--- src/hw/rtl/tii_pkg.sv ---
package tii_pkg;

    localparam int COORD_W = 32;
    localparam int VALUE_W = 32;
    localparam int FRAC_W = 17;
    localparam int ADDR_W = 17;
    localparam int STORE_DEPTH = 1 << ADDR_W;
    localparam int CFG_INDEX_W = 3;
    localparam int IN_DATA_W = 152;

    localparam int DEF_N_RHO = 64;
    localparam int DEF_N_TEMP = 64;
    localparam int DEF_N_YE = 32;
    localparam int DEF_VALUE_BITS = 32;

    localparam logic [FRAC_W-1:0] ONE_FRAC = 17'h10000;

    localparam logic MODE_QUERY = 1'b0;
    localparam logic MODE_WRITE = 1'b1;

    localparam logic [CFG_INDEX_W-1:0] CFG_DENSITY_MIN = 3'd0;
    localparam logic [CFG_INDEX_W-1:0] CFG_DENSITY_INV_STEP = 3'd1;
    localparam logic [CFG_INDEX_W-1:0] CFG_TEMP_MIN = 3'd2;
    localparam logic [CFG_INDEX_W-1:0] CFG_TEMP_INV_STEP = 3'd3;
    localparam logic [CFG_INDEX_W-1:0] CFG_FRAC_MIN = 3'd4;
    localparam logic [CFG_INDEX_W-1:0] CFG_FRAC_INV_STEP = 3'd5;

    typedef logic [VALUE_W-1:0] value_t;
    typedef logic [FRAC_W-1:0] frac_t;

endpackage

--- src/hw/rtl/tii_lerp.sv ---
module tii_lerp
    import tii_pkg::*;
(
    input  logic   clk,
    input  logic   en,
    input  value_t a,
    input  value_t b,
    input  frac_t  f,
    output value_t q
);

    logic signed [49:0] prod_a;
    logic signed [49:0] prod_b;
    logic signed [49:0] sum;
    frac_t              wa;
    value_t             q_reg;

    always_comb
    begin
        wa = ONE_FRAC - f;
        prod_a = $signed(a) * $signed({1'b0, wa});
        prod_b = $signed(b) * $signed({1'b0, f});
        sum = prod_a + prod_b + 50'sd32768;
    end

    always_ff @(posedge clk)
    begin
        if (en)
        begin
            q_reg <= sum[47:16];
        end
    end

    assign q = q_reg;

endmodule

--- config.mk ---
export PLATFORM = sky130hd
export DESIGN_NAME = tii_lerp
export DESIGN_NICKNAME = d
export VERILOG_FILES = /design/src/hw/rtl/tii_pkg.sv /design/src/hw/rtl/tii_lerp.sv
export SDC_FILE = /design/constraint.sdc
export NUM_CORES = 2
export LEC_CHECK = 0
export BUFFER_PORTS_ARGS = -buffer_cell sky130_fd_sc_hd__clkbuf_2
export CORE_MARGIN = 5
export CORE_UTILIZATION = 30
export CTS_CLUSTER_DIAMETER = 120
export DETAILED_ROUTE_END_ITERATION = 10
export PLACE_DENSITY_LB_ADDON = 0.2
export SYNTH_ARGS = -nofsm -noshare
export SYNTH_HDL_FRONTEND = slang
export SYNTH_SLANG_ARGS = --single-unit
export TNS_END_PERCENT = 50
--- constraint.sdc ---
create_clock -name clk -period 14.74 [get_ports clk]
set_clock_uncertainty 0.05 [all_clocks]
set_input_delay 2.948 -clock clk [delete_from_list [all_inputs] [get_ports clk]]
set_output_delay 2.948 -clock clk [all_outputs]
set_load 0.01 [all_outputs]
==> summary.txt <==
Floorplanning
  – Starting Density: 30.1%
  – Die ar.: 133000 um2
  – Row cnt: 130
  – Die Y-Extent: 365 um
  – IO Count: 115
  – Die width: 365 um
  – Core area: 125000 um2

Finish
  – P&R area growth vs syn: 6.39%
  – Most common cell after layout, fill and taps aside: fa_1
  – Design Area, Final: 40200 um2
  – Layout Utilization: 32.0%
  – Register area: 961 um2
  – Max reg flops: 32
  – Multi-input combinational cell area: 32100 um2
  – Fillcell total: 13200
  – Most frequent cells in the layout: 1097 x fa_1, 1079 x inv_1, 564 x nand2_1
  – Share of cells above drive strength 1: 4.60%
  – Fin nets: 5347
  – Antenna cell count: 0

Placed design
  – Placer congestion estimate: 0.829
  – HPWL after DPL: 92000 um
  – IO buf count: 114
  – Cell Area, Placed: 40000 um2

Global route
  – GRT overflow: 0
  – Antenna violations before repair: 3
  – Largest net degree at the start of global routing: 44
  – First-pass GRT wire length: 173000 um
  – Vias in the first global route: 28600
  – Gr usage total: 17.1%

Route
  – Antenna Nets Post-Route: 0
  – # DRC: 0
  – 1st-iter DRT viols: 968
  – Drt pass-1 iters: 5
  – Routed WL: 108000 um
  – Drt via density: 4.48
  – Total number of vias: 25000
  – Wire per inst: 19.4 um

CTS
  – TritonCTS Buffers: 5
  – Setup repair bufs after CTS: 0
  – CTS Root Cell: clkbuf_16
  – Post-cts resize count: 0
  – Clock sink total: 32
  – Htree depth: 2
  – CTS tree: built
  – CTS clk-pin slew, worst paths: 0.06 ns
  – Clock buffer depth: 2
  – CTS Hold Bufs: 0

STA
  – Final setup vio count: 0
  – Slew Limit Fails: 0
  – Max frequency: 0.0807 GHz
  – Max-slew headroom: 21.3%
  – Tcrit/Tclk final: 84.0%
  – Final setup TNS: 0 ns
  – Min cycle time layout: 12.38 ns
  – RSZ-0062 raised after global routing: false
  – Final hold vios: 0
  – Actual slew at the worst max-slew pin: 1.17 ns

Setup path
  – Worst endpoint data arrival time: 12.40 ns
  – Most frequent CP cell: fa_1
  – Max FO, Critical Path: 35
  – Slowest Stage Delay on Critical Path: 0.57 ns
  – Required time of the critical path: 14.76 ns
  – Crit-path slowest cell: fa_1
  – CP Launch Type: input pin
  – Kind of critical path: in2reg
  – Worst setup EP type: flip-flop

Flow run
  – Max cap viols: 0

Synth
  – Post-Syn Nets: 5384
  – Syn_area_per_cell: 9.50 um2
  – Asr flop ratio synth: 0%
  – Post-Synthesis Cells: 3975
  – Part of the Yosys area used for sequential elements: 2.55%
  – Ys Warns: 0
  – Main synth FF type: edfxtp_1
  – Synthesized area: 37800 um2
  – Netlist cell types: 53
  – Synthesized flop and latch total: 32
  – Post-synth EDFFs: 32

Hold path
  – Worst Hold Depth: 1
  – Worst Hold Class: in2reg
  – Worst Hold Endpoint: q[31]
  – Hold Path Origin: en

Status
  – Status: finished clean
-- synthesized netlist by cell type (3+ instances only) --
master	instances	area share [%]
fa_1	1097	58
inv_1	1079	11
nand2_1	564	5.6
and2_1	512	8.5
ha_1	229	7.6
clkbuf_1	188	1.9
xnor2_1	56	1.3
nor2b_1	37	0.61
edfxtp_1	32	2.5
a21oi_1	27	0.36
nor2_1	24	0.24
a21o_1	18	0.36
xor2_1	18	0.42
nand3_1	10	0.13
nand4_1	8	0.13
nor3_1	8	0.11
o21ai_1	6	0.080
nand2b_1	5	0.083
o21ai_0	5	0.066
o21a_1	4	0.080
o21bai_1	4	0.080
o31a_1	3	0.070
-- cell families after synthesis --
| kind of cell | count (synthesis) | share of synthesized area (%) |
|---|---|---|
| adders and majority gates | 1326 | 65.8 |
| buffers and inverters | 1271 | 12.6 |
| and+or+nand+nor | 1183 | 15.7 |
| AOI/OAI and AO/OA | 89 | 1.63 |
| xor gates and xnor gates | 74 | 1.72 |
| DFF | 32 | 2.55 |
-- metal layers --
layer / routed length [um] / track usage (%) / vias up
li1: - / - / 11000
met1: 44000 / 21.2 / 13600
met2: 60300 / 33.0 / 334
met3: 2490 / 1.19 / 70
met4: 1700 / 2.70 / 0
met5: 0 / 0 / -
-- worst max path at each step --
| stage | start | endpoint | slack (ns) | cells past startpoint |
|---|---|---|---|---|
| 2_1_floorplan | f[0] | q[24] | 3.56 | 32 |
| 3_3_place_gp | f[4] | q[31] | 2.13 | 31 |
| 3_5_place_dp | f[4] | q[31] | 1.97 | 31 |
| 4_1_cts | f[4] | q[31] | 2.31 | 31 |
| 5_1_grt | f[4] | q[31] | 1.67 | 33 |
| 6_report | f[4] | q[31] | 2.36 | 31 |
-- layout make-up --
type | count | area share [%]
clock buffers | 5 | 0.312
clock inverters | 2 | 0.0187
inverters | 1080 | 10.1
multi-input cells | 2672 | 80.0
flip-flops and latches | 32 | 2.39
well taps | 1650 | 5.14
repair buffers | 147 | 2.04
-- worst max-delay path, delay by kind of cell --
| kind | cells | cell delay, ns |
|---|---|---|
| buf+inv | 5 | 0.79 |
| simple gates | 11 | 2.82 |
| xor+xnor | 2 | 0.40 |
| compound gates | 4 | 1.13 |
| fa+ha+maj | 9 | 4.26 |
-- per-stage QoR --
step / setup slack, ns / std cells / hold WS [ns]
6_report: 2.36 / 5588 / 3.47
5_1_grt: 1.67 / 5588 / 3.53
4_1_cts: 2.31 / 5588 / 3.46
3_5_place_dp: 1.97 / 5581 / 3.32
3_3_place_gp: 2.13 / 5581 / 3.33
2_1_floorplan: 3.56 / 3975 / 3.01
Power is not shown: default switching activity piles up to over one toggle a cycle in this logic, so the estimate is an artifact.
