<file path="config.mk">
export PLATFORM = sky130hd
export DESIGN_NAME = tii_axis
export DESIGN_NICKNAME = d
export VERILOG_FILES = /design/src/hw/rtl/tii_pkg.sv /design/src/hw/rtl/tii_axis.sv
export SDC_FILE = /design/constraint.sdc
export NUM_CORES = 2
export LEC_CHECK = 0
export BUFFER_PORTS_ARGS = -buffer_cell sky130_fd_sc_hd__buf_2
export CORE_MARGIN = 5
export CORE_UTILIZATION = 60
export DETAILED_ROUTE_END_ITERATION = 6
export PLACE_DENSITY = 0.77
export SYNTH_ARGS = -nofsm -noshare
export SYNTH_HDL_FRONTEND = slang
export SYNTH_SLANG_ARGS = --single-unit
</file>
<file path="constraint.sdc">
create_clock -name clk -period 8.04 [get_ports clk]
set_input_delay 0.804 -clock clk [delete_from_list [all_inputs] [get_ports clk]]
set_output_delay 0.804 -clock clk [all_outputs]
set_load 0.01 [all_outputs]
</file>
<file path="src/hw/rtl/tii_pkg.sv">
package tii_pkg;

    localparam int COORD_W = 32;
    localparam int VALUE_W = 32;
    localparam int FRAC_W = 17;
    localparam int ADDR_W = 17;
    localparam int STORE_DEPTH = 1 << ADDR_W;
    localparam int CFG_INDEX_W = 3;
    localparam int IN_DATA_W = 152;

    localparam int DEF_N_RHO = 64;
    localparam int DEF_N_TEMP = 64;
    localparam int DEF_N_YE = 32;
    localparam int DEF_VALUE_BITS = 32;

    localparam logic [FRAC_W-1:0] ONE_FRAC = 17'h10000;

    localparam logic MODE_QUERY = 1'b0;
    localparam logic MODE_WRITE = 1'b1;

    localparam logic [CFG_INDEX_W-1:0] CFG_DENSITY_MIN = 3'd0;
    localparam logic [CFG_INDEX_W-1:0] CFG_DENSITY_INV_STEP = 3'd1;
    localparam logic [CFG_INDEX_W-1:0] CFG_TEMP_MIN = 3'd2;
    localparam logic [CFG_INDEX_W-1:0] CFG_TEMP_INV_STEP = 3'd3;
    localparam logic [CFG_INDEX_W-1:0] CFG_FRAC_MIN = 3'd4;
    localparam logic [CFG_INDEX_W-1:0] CFG_FRAC_INV_STEP = 3'd5;

    typedef logic [VALUE_W-1:0] value_t;
    typedef logic [FRAC_W-1:0] frac_t;

endpackage

</file>
<file path="src/hw/rtl/tii_axis.sv">
module tii_axis
    import tii_pkg::*;
#(
    parameter int N = DEF_N_RHO
) (
    input  logic                   clk,
    input  logic                   en,
    input  logic [COORD_W-1:0]     coord,
    input  logic [COORD_W-1:0]     min_val,
    input  logic [COORD_W-1:0]     inv_step,
    output logic [$clog2(N)-1:0]   idx,
    output frac_t                  frac,
    output logic                   clamped
);

    localparam int IDX_W = $clog2(N);
    localparam logic [COORD_W-1:0] LAST_CELL = COORD_W'(N - 1);
    localparam logic [IDX_W-1:0] TOP_IDX = IDX_W'(N - 2);

    logic [COORD_W:0]     diff_next;
    logic [COORD_W-1:0]   mag_reg;
    logic                 neg1_reg;
    logic [COORD_W-1:0]   inv1_reg;
    logic [2*COORD_W-1:0] prod_reg;
    logic                 neg2_reg;
    logic                 inv_nz2_reg;
    logic [IDX_W-1:0]     idx_next;
    frac_t                frac_next;
    logic                 clamp_next;
    logic [IDX_W-1:0]     idx_reg;
    frac_t                frac_reg;
    logic                 clamp_reg;

    assign diff_next = {coord[COORD_W-1], coord} - {min_val[COORD_W-1], min_val};

    always_comb
    begin
        if (neg2_reg)
        begin
            idx_next = '0;
            frac_next = '0;
            clamp_next = inv_nz2_reg;
        end
        else if (prod_reg[2*COORD_W-1:COORD_W] >= LAST_CELL)
        begin
            idx_next = TOP_IDX;
            frac_next = ONE_FRAC;
            clamp_next = 1'b1;
        end
        else
        begin
            idx_next = prod_reg[COORD_W+IDX_W-1:COORD_W];
            frac_next = {1'b0, prod_reg[COORD_W-1:COORD_W-16]};
            clamp_next = 1'b0;
        end
    end

    always_ff @(posedge clk)
    begin
        if (en)
        begin
            mag_reg <= diff_next[COORD_W-1:0];
            neg1_reg <= diff_next[COORD_W];
            inv1_reg <= inv_step;
            prod_reg <= mag_reg * inv1_reg;
            neg2_reg <= neg1_reg;
            inv_nz2_reg <= (inv1_reg != '0);
            idx_reg <= idx_next;
            frac_reg <= frac_next;
            clamp_reg <= clamp_next;
        end
    end

    assign idx = idx_reg;
    assign frac = frac_reg;
    assign clamped = clamp_reg;

endmodule

</file>
==> flow_metrics.py <==
metrics = {
    "outcome": {
        "outcome": "finished, final reports clean",
    },
    "floorplanning": {
        "die_w_um": 265,
        "coreArea_um2": 64500,
        "die_height_um": 265,
        "io_pins": 122,
        "die_area_um2": 70400,
        "initial_core_util_pct": 60.7,
        "num_rows": 93,
    },
    "grt": {
        "grt_start_max_net_pins": 74,
        "globalRouteTotalUtil_pct": 28.9,
        "grt_pass1_wl_um": 160000,
        "grt_antenna_before_repair": 1,
        "overflow": 0,
        "grt_pass1_vias": 30898,
    },
    "logic_synthesis": {
        "synth_largest_area_cell": "fa_1",
        "ys_ff_latch": 139,
        "ys.flop_type": "edfxtp_1",
        "synth_cells": 4070,
        "synth_nets": 5356,
        "yosys_warnings": 0,
        "yosys.area.top_type_share_pct": 45.9,
        "syn_area_per_cell_um2": 9.61,
        "async_flop_share_pct": 0,
        "syn_area_um2": 39100,
        "yosysSeqAreaShare_pct": 10.7,
        "synth_cell_type_count": 67,
        "netlist_top_cells_area": "fa_1 46%, edfxtp_1 11%, and2_1 10%, ha_1 9.3%, inv_1 9.1%",
        "synth_edf_count": 139,
    },
    "routing": {
        "firstDrtPassIters": 6,
        "wl_met1_um": 34600,
        "vias": 28022,
        "met2_length_um": 51400,
        "wl_met3_um": 5680,
        "vias_per_cell": 5.56,
        "initialDrtViolationCount": 1822,
        "wirelength_um": 98300,
        "routed.top_layer": "met4",
        "antenna_left": 0,
        "drc": 0,
        "avgRoutedWirePerCell_um": 19.5,
    },
    "setup_path": {
        "cp_slowest_cell": "fa_1",
        "crit_arrival_ps": 8010,
        "worst_path_most_repeated_cell": "fa_1",
        "worstSetupStartpointType": "flop",
        "cp_slowest_stage_delay_ps": 570,
        "critical_path_class": "flop to flop",
        "crit_required_ps": 8260,
        "critPathCaptureType": "flop",
        "critPathMaxFanout": 6,
    },
    "sta": {
        "slew_headroom_pct": 27.0,
        "slew_violations": 0,
        "final_hold_viol_count": 0,
        "min_period_ps": 7790,
        "fin_skew_ps": 14.3,
        "setup_viol": 0,
        "whs_ps": 495,
        "tightest_slew_ps": 1090,
        "fmax_mhz": 128,
        "finalCritPeriodShare_pct": 96.9,
    },
    "clock_tree": {
        "cts_tree": "built",
        "clk_pin_slew_ps": 70,
        "cts_max_level": 4,
        "clock_latency_ps": 480,
        "cts_buffers": 17,
        "cts_sinks": 139,
        "cts_root_buf": "clkbuf_16",
        "postCtsHoldBufs": 0,
        "clk_path_buf_depth": 2,
    },
    "final_layout": {
        "final_common_cell": "inv_1",
        "nNetsFinal": 5462,
        "syn2layout_area_growth_pct": 7.98,
        "drive_gt1_share_pct": 8.36,
        "largest_register_ffs": 48,
        "antenna_cells": 0,
        "final_cell_mix": "945 x inv_1, 896 x fa_1, 642 x and2_1, 459 x nand2_1, 292 x ha_1",
        "fillers": 5117,
        "post-route-util_pct": 65.5,
    },
    "place": {
        "port_buffers": 121,
        "gp_congestion": 0.917,
        "post-dp-hpwl_um": 80500,
    },
    "min_path": {
        "hold_path_class": "input port to flop",
    },
    "job": {
        "cap_violations": 0,
    },
}
## logic make-up after synthesis
logic type               Yosys count  share of synthesized area [%]
adder cells (fa/ha/maj)         1188                           55.2
AO/OA/AOI/OAI                    257                           4.41
XOR/XNOR                          81                           1.81
flip-flops                       139                           10.7
AND/OR/NAND/NOR                 1253                           16.8
buffers and inverters           1152                           11.1
## per-stage QoR
stage | setup TNS (ps) | worst slack [ps] | cell area, um^2 | std cells
global placement | 0 | 248 | 41300 | 4970
floorplan | 0 | 794 | 39100 | 4070
global route | -21.1 | -20.3 | 42200 | 5042
finish | 0 | 251 | 42200 | 5042
CTS | 0 | 123 | 41800 | 5000
detailed placement | 0 | 149 | 41300 | 4970
## what timing repair did
action | 4_1_cts | 5_1_grt
gates resized for setup | 0 | 7
buffers inserted | 0 | 42
hold endpoints to repair | 0 | 0
endpoints found under the setup margin | 0 | 12
## worst paths after layout
check                                  start            to  slack, ps  depth (start not counted)
worst min register to register  prod_reg[31]      frac[15]        520                          1
worst max register to register   mag_reg[19]  prod_reg[58]        250                         25
worst max-delay path             mag_reg[19]  prod_reg[58]        250                         25
worst min-delay path            inv_step[20]  inv1_reg[20]        500                          1
## cell usage after synthesis, types with 6 or more instances
library cell / instances
xor2_1: 22
xnor2_1: 59
clkbuf_1: 199
and2_1: 642
nand3_1: 22
edfxtp_1: 139
and3_1: 11
o21a_1: 6
nand2b_1: 7
nor4_1: 15
inv_1: 945
nor3_1: 10
fa_1: 896
ha_1: 292
a31oi_1: 13
nor2_1: 43
nor2b_1: 11
o21ai_0: 36
a21oi_1: 86
nand4_1: 15
nand2_1: 459
o211ai_1: 6
o21bai_1: 13
a21o_1: 39
## routing by layer
metal,vias to the layer above,GRT usage (%)
met5,-,0
met3,331,3.76
met1,14412,34.0
met2,1055,51.7
li1,12224,-
met4,0,15.9
## worst max-delay path, delay by kind of cell (launching register included)
family | cells | cell delay [ps]
AOI/OAI and AO/OA | 5 | 1100
xor gates and xnor gates | 1 | 160
adders and majority gates | 9 | 4280
buffers and inverters | 5 | 440
DFF | 1 | 530
and+or+nand+nor | 5 | 1020
## layout make-up
class / instances / area (um^2) / share of cell area (%)
inverters: 945 / 3550 / 8.40
repair buffers: 294 / 2260 / 5.36
clock buffers: 18 / 429 / 1.02
well taps: 855 / 1070 / 2.53
flip-flops and latches: 139 / 4170 / 9.88
clock inverters: 12 / 125 / 0.296
multi-input cells: 2779 / 30600 / 72.5
Power is left out: the tool's default activity adds up to more than one toggle a clock period on the data nets, which glitch-free logic cannot reach.
